[config.mk]
export PLATFORM = sky130hd
export DESIGN_NAME = adpcm_search_encoder
export DESIGN_NICKNAME = d
export VERILOG_FILES = /design/src/design/adpcm_se_pkg.sv /design/src/design/adpcm_se.sv /design/src/design/adpcm_se_unit.sv
export SDC_FILE = /design/constraint.sdc
export NUM_CORES = 1
export LEC_CHECK = 0
export ABC_CLOCK_PERIOD_IN_PS = 13500
export CORE_UTILIZATION = 45
export CTS_CLUSTER_DIAMETER = 50
export DETAILED_ROUTE_END_ITERATION = 10
export DONT_BUFFER_PORTS = 1
export GPL_TIMING_DRIVEN = 0
export PLACE_DENSITY = 0.58
export SETUP_SLACK_MARGIN = 0.3
export SYNTH_ARGS = -nofsm -noshare
export SYNTH_HDL_FRONTEND = slang
export SYNTH_SLANG_ARGS = --single-unit
[constraint.sdc]
create_clock -name i_clk -period 13.5 [get_ports i_clk]
set_input_delay 2.025 -clock i_clk [delete_from_list [all_inputs] [get_ports i_clk]]
set_output_delay 2.025 -clock i_clk [all_outputs]
set_load 0.02 [all_outputs]
[src/design/adpcm_se_pkg.sv]
// shared types, constants and the step size table for the adpcm search encoder
// no dependencies
`timescale 1ns / 1ps
`default_nettype none

package adpcm_se_pkg;

    localparam logic [6:0]  IDX_MAX   = 7'd88;
    localparam logic [15:0] PRED_POS  = 16'sh7fff;
    localparam logic [15:0] PRED_NEG  = 16'sh8000;

    typedef enum logic [1:0] {
        CFG_LOOKAHEAD   = 2'd0,
        CFG_START_PRED  = 2'd1,
        CFG_START_INDEX = 2'd2
    } t_cfg_idx;

    function automatic logic [14:0] step_size(input logic [6:0] idx);
        logic [14:0] s;
        unique case (idx)
            7'd0:  s = 15'd7;     7'd1:  s = 15'd8;     7'd2:  s = 15'd9;
            7'd3:  s = 15'd10;    7'd4:  s = 15'd11;    7'd5:  s = 15'd12;
            7'd6:  s = 15'd13;    7'd7:  s = 15'd14;    7'd8:  s = 15'd16;
            7'd9:  s = 15'd17;    7'd10: s = 15'd19;    7'd11: s = 15'd21;
            7'd12: s = 15'd23;    7'd13: s = 15'd25;    7'd14: s = 15'd28;
            7'd15: s = 15'd31;    7'd16: s = 15'd34;    7'd17: s = 15'd37;
            7'd18: s = 15'd41;    7'd19: s = 15'd45;    7'd20: s = 15'd50;
            7'd21: s = 15'd55;    7'd22: s = 15'd60;    7'd23: s = 15'd66;
            7'd24: s = 15'd73;    7'd25: s = 15'd80;    7'd26: s = 15'd88;
            7'd27: s = 15'd97;    7'd28: s = 15'd107;   7'd29: s = 15'd118;
            7'd30: s = 15'd130;   7'd31: s = 15'd143;   7'd32: s = 15'd157;
            7'd33: s = 15'd173;   7'd34: s = 15'd190;   7'd35: s = 15'd209;
            7'd36: s = 15'd230;   7'd37: s = 15'd253;   7'd38: s = 15'd279;
            7'd39: s = 15'd307;   7'd40: s = 15'd337;   7'd41: s = 15'd371;
            7'd42: s = 15'd408;   7'd43: s = 15'd449;   7'd44: s = 15'd494;
            7'd45: s = 15'd544;   7'd46: s = 15'd598;   7'd47: s = 15'd658;
            7'd48: s = 15'd724;   7'd49: s = 15'd796;   7'd50: s = 15'd876;
            7'd51: s = 15'd963;   7'd52: s = 15'd1060;  7'd53: s = 15'd1166;
            7'd54: s = 15'd1282;  7'd55: s = 15'd1411;  7'd56: s = 15'd1552;
            7'd57: s = 15'd1707;  7'd58: s = 15'd1878;  7'd59: s = 15'd2066;
            7'd60: s = 15'd2272;  7'd61: s = 15'd2499;  7'd62: s = 15'd2749;
            7'd63: s = 15'd3024;  7'd64: s = 15'd3327;  7'd65: s = 15'd3660;
            7'd66: s = 15'd4026;  7'd67: s = 15'd4428;  7'd68: s = 15'd4871;
            7'd69: s = 15'd5358;  7'd70: s = 15'd5894;  7'd71: s = 15'd6484;
            7'd72: s = 15'd7132;  7'd73: s = 15'd7845;  7'd74: s = 15'd8630;
            7'd75: s = 15'd9493;  7'd76: s = 15'd10442; 7'd77: s = 15'd11487;
            7'd78: s = 15'd12635; 7'd79: s = 15'd13899; 7'd80: s = 15'd15289;
            7'd81: s = 15'd16818; 7'd82: s = 15'd18500; 7'd83: s = 15'd20350;
            7'd84: s = 15'd22385; 7'd85: s = 15'd24623; 7'd86: s = 15'd27086;
            7'd87: s = 15'd29794;
            default: s = 15'd32767;
        endcase
        return s;
    endfunction

    function automatic logic signed [4:0] idx_adjust(input logic [2:0] mag);
        logic signed [4:0] a;
        unique case (mag)
            3'd4:    a = 5'sd2;
            3'd5:    a = 5'sd4;
            3'd6:    a = 5'sd6;
            3'd7:    a = 5'sd8;
            default: a = -5'sd1;
        endcase
        return a;
    endfunction

endpackage

`default_nettype wire

[src/design/adpcm_se.sv]
// top level of the adpcm search encoder: stream ports, config registers,
// search sequencer and coder state; uses adpcm_se_pkg and adpcm_se_unit
`timescale 1ns / 1ps
`default_nettype none

// Usage:
//   input stream: one transfer per PCM sample; tdata carries the sample and
//   the following sample, tuser carries has_next and start_req.
//   output stream: one transfer per sample with the chosen nibble, the 8-bit
//   reconstruction and the packed byte; tuser carries byte_ready.
//   config port: write enable, register index and data, written while idle.
// Sequencing: every nibble trial runs through one three-stage trial unit. Each
//   of the 16 candidates is tried in turn, and a candidate that enters the
//   lookahead search then issues 16 trials on the following sample. A final
//   trial of the chosen nibble gives the state update. An item runs 0 to 16
//   lookahead searches.
// s_axis_tready is high only while no item is in work; a finished result sits
//   in the output register and the next item is accepted meanwhile. If the
//   receiver stalls, the following item waits at its final step until the
//   output register frees up.
// Reset clears config, predictor, step index, held nibble and byte parity.
module adpcm_search_encoder
    import adpcm_se_pkg::*;
(
    input  wire logic        i_clk,
    input  wire logic        i_rst_n,
    input  wire logic        s_axis_tvalid,
    output logic             s_axis_tready,
    input  wire logic [31:0] s_axis_tdata,  // sample[15:0], next_sample[31:16]
    input  wire logic [1:0]  s_axis_tuser,  // has_next[0], start_req[1]
    output logic             m_axis_tvalid,
    input  wire logic        m_axis_tready,
    output logic [23:0]      m_axis_tdata,  // code_nibble[3:0], recon_sample[11:4],
                                            // packed_byte[19:12], zero[23:20]
    output logic [0:0]       m_axis_tuser,  // byte_ready[0]
    input  wire logic        i_cfg_we,
    input  wire logic [1:0]  i_cfg_addr,
    input  wire logic [15:0] i_cfg_wdata
);

    typedef enum logic [2:0] {
        S_IDLE,
        S_OISSUE,
        S_OWAIT,
        S_INNER,
        S_OCMP,
        S_FISSUE,
        S_FWAIT
    } t_state;

    t_state             r_state;
    logic               r_look_cfg;
    logic signed [15:0] r_start_pred;
    logic [6:0]         r_start_idx;

    logic signed [15:0] r_pred;
    logic [6:0]         r_idx;
    logic [3:0]         r_held;
    logic               r_odd;

    logic signed [15:0] r_cur, r_nxt;
    logic               r_has_next;
    logic               r_look;

    logic [3:0]         r_k;
    logic [3:0]         r_best;
    logic               r_have;
    logic [32:0]        r_best_d;
    logic [32:0]        r_d;
    logic signed [15:0] r_tp;
    logic [6:0]         r_ti;
    logic [4:0]         r_iss;
    logic [3:0]         r_got;
    logic [31:0]        r_min;

    logic               r_out_vld;
    logic [3:0]         r_o_nib;
    logic [7:0]         r_o_recon;
    logic [7:0]         r_o_byte;
    logic               r_o_ready;

    logic               u_go;
    logic signed [15:0] u_pred;
    logic [6:0]         u_idx;
    logic [3:0]         u_nib;
    logic signed [15:0] u_tgt;
    logic               u_done;
    logic signed [15:0] u_tp;
    logic [6:0]         u_ti;
    logic [31:0]        u_sq;

    logic               in_xfer;
    logic               out_free;
    logic               commit;
    logic [31:0]        min_next;
    logic               beats;

    assign in_xfer  = s_axis_tvalid && s_axis_tready;
    assign out_free = !r_out_vld || m_axis_tready;
    assign commit   = (r_state == S_FWAIT) && u_done && out_free;
    assign min_next = (r_got == 4'd0 || u_sq < r_min) ? u_sq : r_min;
    assign beats    = !r_have || (r_d < r_best_d);

    always_comb begin
        u_go   = 1'b0;
        u_pred = r_pred;
        u_idx  = r_idx;
        u_nib  = r_k;
        u_tgt  = r_cur;
        unique case (r_state)
            S_OISSUE: u_go = 1'b1;
            S_INNER: begin
                u_go   = !r_iss[4];
                u_pred = r_tp;
                u_idx  = r_ti;
                u_nib  = r_iss[3:0];
                u_tgt  = r_nxt;
            end
            S_FISSUE: begin
                u_go  = 1'b1;
                u_nib = r_best;
            end
            default: u_go = 1'b0;
        endcase
    end

    adpcm_se_unit u_unit (
        .i_clk    (i_clk),
        .i_rst_n  (i_rst_n),
        .i_go     (u_go),
        .i_pred   (u_pred),
        .i_idx    (u_idx),
        .i_nib    (u_nib),
        .i_target (u_tgt),
        .o_done   (u_done),
        .o_pred   (u_tp),
        .o_idx    (u_ti),
        .o_sq     (u_sq)
    );

    always_ff @(posedge i_clk) begin
        if (!i_rst_n) begin
            r_state      <= S_IDLE;
            r_look_cfg   <= 1'b0;
            r_start_pred <= '0;
            r_start_idx  <= '0;
            r_pred       <= '0;
            r_idx        <= '0;
            r_held       <= '0;
            r_odd        <= 1'b0;
            r_out_vld    <= 1'b0;
        end else begin
            if (i_cfg_we) begin
                unique case (t_cfg_idx'(i_cfg_addr))
                    CFG_LOOKAHEAD:   r_look_cfg   <= i_cfg_wdata[0];
                    CFG_START_PRED:  r_start_pred <= i_cfg_wdata;
                    CFG_START_INDEX: r_start_idx  <= i_cfg_wdata[6:0];
                    default: ;
                endcase
            end
            if (commit) begin
                r_out_vld <= 1'b1;
            end else if (r_out_vld && m_axis_tready) begin
                r_out_vld <= 1'b0;
            end

            unique case (r_state)
                S_IDLE: begin
                    if (in_xfer) begin
                        r_cur      <= s_axis_tdata[15:0];
                        r_nxt      <= s_axis_tdata[31:16];
                        r_has_next <= s_axis_tuser[0];
                        r_look     <= r_look_cfg && s_axis_tuser[0];
                        if (s_axis_tuser[1]) begin
                            r_pred <= r_start_pred;
                            r_idx  <= (r_start_idx > IDX_MAX) ? IDX_MAX : r_start_idx;
                            r_odd  <= 1'b0;
                        end
                        r_k     <= '0;
                        r_best  <= '0;
                        r_have  <= 1'b0;
                        r_state <= S_OISSUE;
                    end
                end
                S_OISSUE: r_state <= S_OWAIT;
                S_OWAIT: begin
                    if (u_done) begin
                        r_d  <= {1'b0, u_sq};
                        r_tp <= u_tp;
                        r_ti <= u_ti;
                        if (r_look && (!r_have || {1'b0, u_sq} < r_best_d)) begin
                            r_iss   <= '0;
                            r_got   <= '0;
                            r_state <= S_INNER;
                        end else begin
                            r_state <= S_OCMP;
                        end
                    end
                end
                S_INNER: begin
                    if (!r_iss[4]) r_iss <= r_iss + 5'd1;
                    if (u_done) begin
                        r_min <= min_next;
                        r_got <= r_got + 4'd1;
                        if (r_got == 4'd15) begin
                            r_d     <= r_d + {1'b0, min_next};
                            r_state <= S_OCMP;
                        end
                    end
                end
                S_OCMP: begin
                    if (beats) begin
                        r_best_d <= r_d;
                        r_best   <= r_k;
                        r_have   <= 1'b1;
                    end
                    r_k     <= r_k + 4'd1;
                    r_state <= (r_k == 4'd15) ? S_FISSUE : S_OISSUE;
                end
                S_FISSUE: r_state <= S_FWAIT;
                S_FWAIT: begin
                    if (u_done || !u_go) begin
                        if (commit) begin
                            r_pred    <= u_tp;
                            r_idx     <= u_ti;
                            r_o_nib   <= r_best;
                            r_o_recon <= u_tp[15:8];
                            r_o_byte  <= r_odd ? {r_held, r_best} : {r_best, 4'd0};
                            r_o_ready <= r_odd || !r_has_next;
                            if (!r_odd) r_held <= r_best;
                            r_odd     <= !r_odd;
                            r_state   <= S_IDLE;
                        end else if (u_done) begin
                            r_tp    <= u_tp;
                            r_ti    <= u_ti;
                            r_state <= S_FISSUE;
                        end
                    end
                end
                default: r_state <= S_IDLE;
            endcase
        end
    end

    assign s_axis_tready = (r_state == S_IDLE);
    assign m_axis_tvalid = r_out_vld;
    assign m_axis_tdata  = {4'd0, r_o_byte, r_o_recon, r_o_nib};
    assign m_axis_tuser  = r_o_ready;

endmodule

`default_nettype wire

[src/design/adpcm_se_unit.sv]
// shared trial unit: applies one nibble to a predictor and index, then squares
// the error against a target sample; three register stages; uses adpcm_se_pkg
`timescale 1ns / 1ps
`default_nettype none

module adpcm_se_unit
    import adpcm_se_pkg::*;
(
    input  wire logic               i_clk,
    input  wire logic               i_rst_n,
    input  wire logic               i_go,
    input  wire logic signed [15:0] i_pred,
    input  wire logic        [6:0]  i_idx,
    input  wire logic        [3:0]  i_nib,
    input  wire logic signed [15:0] i_target,
    output logic                    o_done,
    output logic signed [15:0]      o_pred,
    output logic        [6:0]       o_idx,
    output logic        [31:0]      o_sq
);

    logic [2:0]         r_vld;
    logic signed [15:0] r_tp1, r_tp2, r_tp3;
    logic [6:0]         r_ti1, r_ti2, r_ti3;
    logic signed [15:0] r_tgt1;
    logic [15:0]        r_mag;
    logic [31:0]        r_sq;

    logic [14:0]        step;
    logic [15:0]        diff;
    logic signed [17:0] p_sum;
    logic signed [15:0] n_tp;
    logic signed [8:0]  ni_sum;
    logic [6:0]         n_ti;
    logic signed [16:0] err;
    logic [15:0]        n_mag;

    always_comb begin
        step = step_size(i_idx);
        diff = {4'd0, step[14:3]};
        if (i_nib[2]) diff = diff + {1'b0, step};
        if (i_nib[1]) diff = diff + {2'd0, step[14:1]};
        if (i_nib[0]) diff = diff + {3'd0, step[14:2]};
        if (i_nib[3]) p_sum = 18'(i_pred) - $signed({2'b00, diff});
        else          p_sum = 18'(i_pred) + $signed({2'b00, diff});
        if (p_sum > 18'sd32767)       n_tp = PRED_POS;
        else if (p_sum < -18'sd32768) n_tp = PRED_NEG;
        else                          n_tp = p_sum[15:0];
        ni_sum = $signed({2'b00, i_idx}) + 9'(idx_adjust(i_nib[2:0]));
        if (ni_sum < 9'sd0)                      n_ti = 7'd0;
        else if (ni_sum > $signed({2'b00, IDX_MAX})) n_ti = IDX_MAX;
        else                                     n_ti = ni_sum[6:0];
    end

    always_comb begin
        err   = 17'(r_tgt1) - 17'(r_tp1);
        n_mag = err[16] ? 16'(-err) : err[15:0];
    end

    always_ff @(posedge i_clk) begin
        if (!i_rst_n) begin
            r_vld <= '0;
        end else begin
            r_vld <= {r_vld[1:0], i_go};
        end
        r_tp1  <= n_tp;
        r_ti1  <= n_ti;
        r_tgt1 <= i_target;
        r_tp2  <= r_tp1;
        r_ti2  <= r_ti1;
        r_mag  <= n_mag;
        r_tp3  <= r_tp2;
        r_ti3  <= r_ti2;
        r_sq   <= r_mag * r_mag;
    end

    assign o_done = r_vld[2];
    assign o_pred = r_tp3;
    assign o_idx  = r_ti3;
    assign o_sq   = r_sq;

endmodule

`default_nettype wire
==> out/results.tsv <==
stage	metric	value	unit
sta	rsz0062_at_grt	false	
yosys	synth-seq-area-share	31.3	%
sta	maxSlewHeadroom	6.27	%
final_layout	drive_above_1_share	7.07	%
setup_path	arrival	12.99	ns
placed_design	io_buffers	0	
die	die_area	69600	um2
yosys	avgSynthCellArea	9.34	um2
clock_tree	htreeDepth	2	
setup_path	cpPeakStageDelay	0.50	ns
clock_tree	clk_pin_slew	0.06	ns
sta	slew_viol_final	0	
die	die_x	264	um
yosys	synth_enable_flop_cells	194	
yosys	synthesis.area	30900	um2
global_routing	grt_max_degree	35	
setup_path	cp_max_fo	10	
routing	drtIter0Drc	1540	
setup_path	slowest_stage	or4_1	
routing	via_per_inst	5.71	
final_layout	post-route-util	50.1	%
sta	finalClockSkew	0.0251	ns
routing	first_pass_iters	5	
worst_hold_path	hold_class	flip-flop to flip-flop	
clock_tree	cts_root_buf	clkbuf_16	
sta	fin_setup_tns	0	ns
yosys	synthArstFlopShare	0	%
setup_path	path_class	flip-flop to flip-flop	
yosys	yosysTopAreaCell	edfxtp_1	
sta	fin_hold_ws	0.317	ns
sta	final-setup-viol-count	0	
yosys	synth_ff_type	edfxtp_1	
setup_path	endpoint_kind	flip-flop	
sta	fin_crit_sh	92.8	%
global_routing	antenna_found_initial	4	
yosys	synth_top_area_share	18.9	%
final_layout	area_growth	9.63	%
clock_tree	cts_tree	yes	
sta	finalHoldViolations	0	
routing	drc	0	
clock_tree	clock_sinks	385	
die	die_h	264	um
die	core	67500	um2
final_layout	layout.nets	3920	
yosys	ys.warnings.count	0	
setup_path	crit_family	compound AO/OA/AOI/OAI gates	
global_routing	grtUsageTotal	26.4	%
placed_design	dp_hpwl	73700	um
placed_design	gp_congestion	0.963	
routing	wl	91700	um
sta	period_minus_slack	12.53	ns
run_status	status	finished, final reports clean	
clock_tree	numCtsBuffers	49	
global_routing	grt_pass1_vias	25016	
setup_path	critPathRequiredTime	13.96	ns
setup_path	cp-start-kind	flip-flop	
yosys	synth.area.top_cells	edfxtp_1, ha_1, dfxtp_1	
final_layout	fin_area	33800	um2
job	cap_violations	0	
die	ios	84	
die	fp-row-count	95	
yosys	synth_cell_type_count	90	
yosys	synth_cells	3305	
final_layout	nFillCells	6324	
clock_tree	clock_latency	0.60	ns
routing	vias	24459	
die	initial_utilization	45.7	%
placed_design	placed_area	32100	um2
routing	ant_nets	0	
clock_tree	clock_path_buffers	3	
sta	max_freq	79.8	MHz
yosys	ys_seq_elements	385	
sta	tightest_slew	1.40	ns
routing	post_drt_wl_per_cell	21.4	um
setup_path	path_buf_inv	5	
global_routing	grt.overflow.total	0	
global_routing	grt_pass1_wl	143000	um
## cell usage in the layout, fill, tap and decap left out, types with 31 or more instances in the layout
| master | n |
|---|---|
| a21o_1 | 71 |
| a21oi_1 | 166 |
| and2_1 | 77 |
| clkbuf_1 | 88 |
| clkbuf_16 | 49 |
| dfxtp_1 | 191 |
| edfxtp_1 | 194 |
| fa_1 | 171 |
| ha_1 | 323 |
| inv_1 | 325 |
| mux2_2 | 51 |
| mux2i_1 | 34 |
| nand2_1 | 365 |
| nand2b_1 | 44 |
| nand3_1 | 58 |
| nor2_1 | 232 |
| nor2b_1 | 45 |
| nor3_1 | 51 |
| o211ai_1 | 32 |
| o21a_1 | 31 |
| o21ai_0 | 141 |
| xnor2_1 | 96 |
| xor2_1 | 63 |
## metal layers
| layer | part of all wire (%) | global-route usage (%) | vias to the layer above | wire length (um) |
|---|---|---|---|---|
| met5 | 0.017 | 0 | - | 16 |
| met4 | 3.7 | 10.2 | 2 | 3390 |
| met3 | 5.2 | 3.82 | 183 | 4730 |
| met2 | 47 | 44.5 | 659 | 43100 |
| met1 | 44 | 34.1 | 11949 | 40400 |
| li1 | - | - | 11666 | - |
## cells by family after synthesis
logic type	after synthesis	synth area share (%)
buf+inv	457	5.86
mux	94	3.49
xor+xnor	159	4.51
flops	385	31.3
other cells	1	0.0121
fa+ha+maj	494	24.2
compound gates	708	15.3
simple gates	1007	15.4
## through the flow
| stage | instances | setup WS (ns) |
|---|---|---|
| floorplan | 3308 | 2.88 |
| global placement | 4181 | -0.712 |
| detailed placement | 4190 | 0.511 |
| CTS | 4281 | 0.453 |
| global route | 4282 | 0.298 |
| finish | 4283 | 0.970 |
## synth_stat cells, drive strengths merged (44+ instances only)
library cell  instances
nand3                58
a21o                 71
nand2               365
inv                 329
nand2b               44
dfxtp               191
buf                  46
xor2                 63
and2                 78
clkbuf               82
nor2                234
mux2                 53
nor3                 53
edfxtp              194
xnor2                96
fa                  171
o21ai               155
nor2b                45
ha                  323
a21oi               170
## path summary, 6_finish.rpt
check	startpoint	to	slack [ns]	cells after the start
hold reg to reg	u_unit.r_tp2[12]	u_unit.o_pred[12]	0.32	0
setup reg to reg	r_state[0]	u_unit.r_tp1[4]	0.97	49
hold / removal	u_unit.r_tp2[12]	u_unit.o_pred[12]	0.32	0
setup / recovery	r_state[0]	u_unit.r_tp1[4]	0.97	49
## state kept, by name, indices dropped and copies added (netlist names), 8 cells and up
register,cells
u_unit.r_tp2,16
r_nxt,16
u_unit.o_pred,16
u_unit.r_tgt1,16
u_unit.r_mag,16
r_pred,16
r_best_d,33
r_start_pred,16
r_cur,16
u_unit.o_sq,31
u_unit.r_tp1,16
r_o_recon,8
r_min,32
r_d,33
r_o_byte,8
r_tp,16
## area by class of cell
cell class              count  area [um2]  share of cell area [%]
flip-flops and latches    385        9650                    28.5
repair buffers             10         138                   0.407
multi-input cells        2466       19500                    57.6
plain buffers             128         576                    1.70
clock buffers              61        1310                    3.87
diodes                      1        2.50                 0.00739
clock inverters            30         343                    1.01
inverters                 329        1240                    3.66
well taps                 873        1090                    3.23
## timing repair
action	CTS	global route
setup endpoints to repair	0	16
hold buffers	0	0
buffers inserted	0	1
resized for setup	0	11
endpoints found under the hold margin	0	0
Power is left out: the tool's default activity adds up to more than one toggle a clock period on the data nets, which glitch-free logic cannot reach.
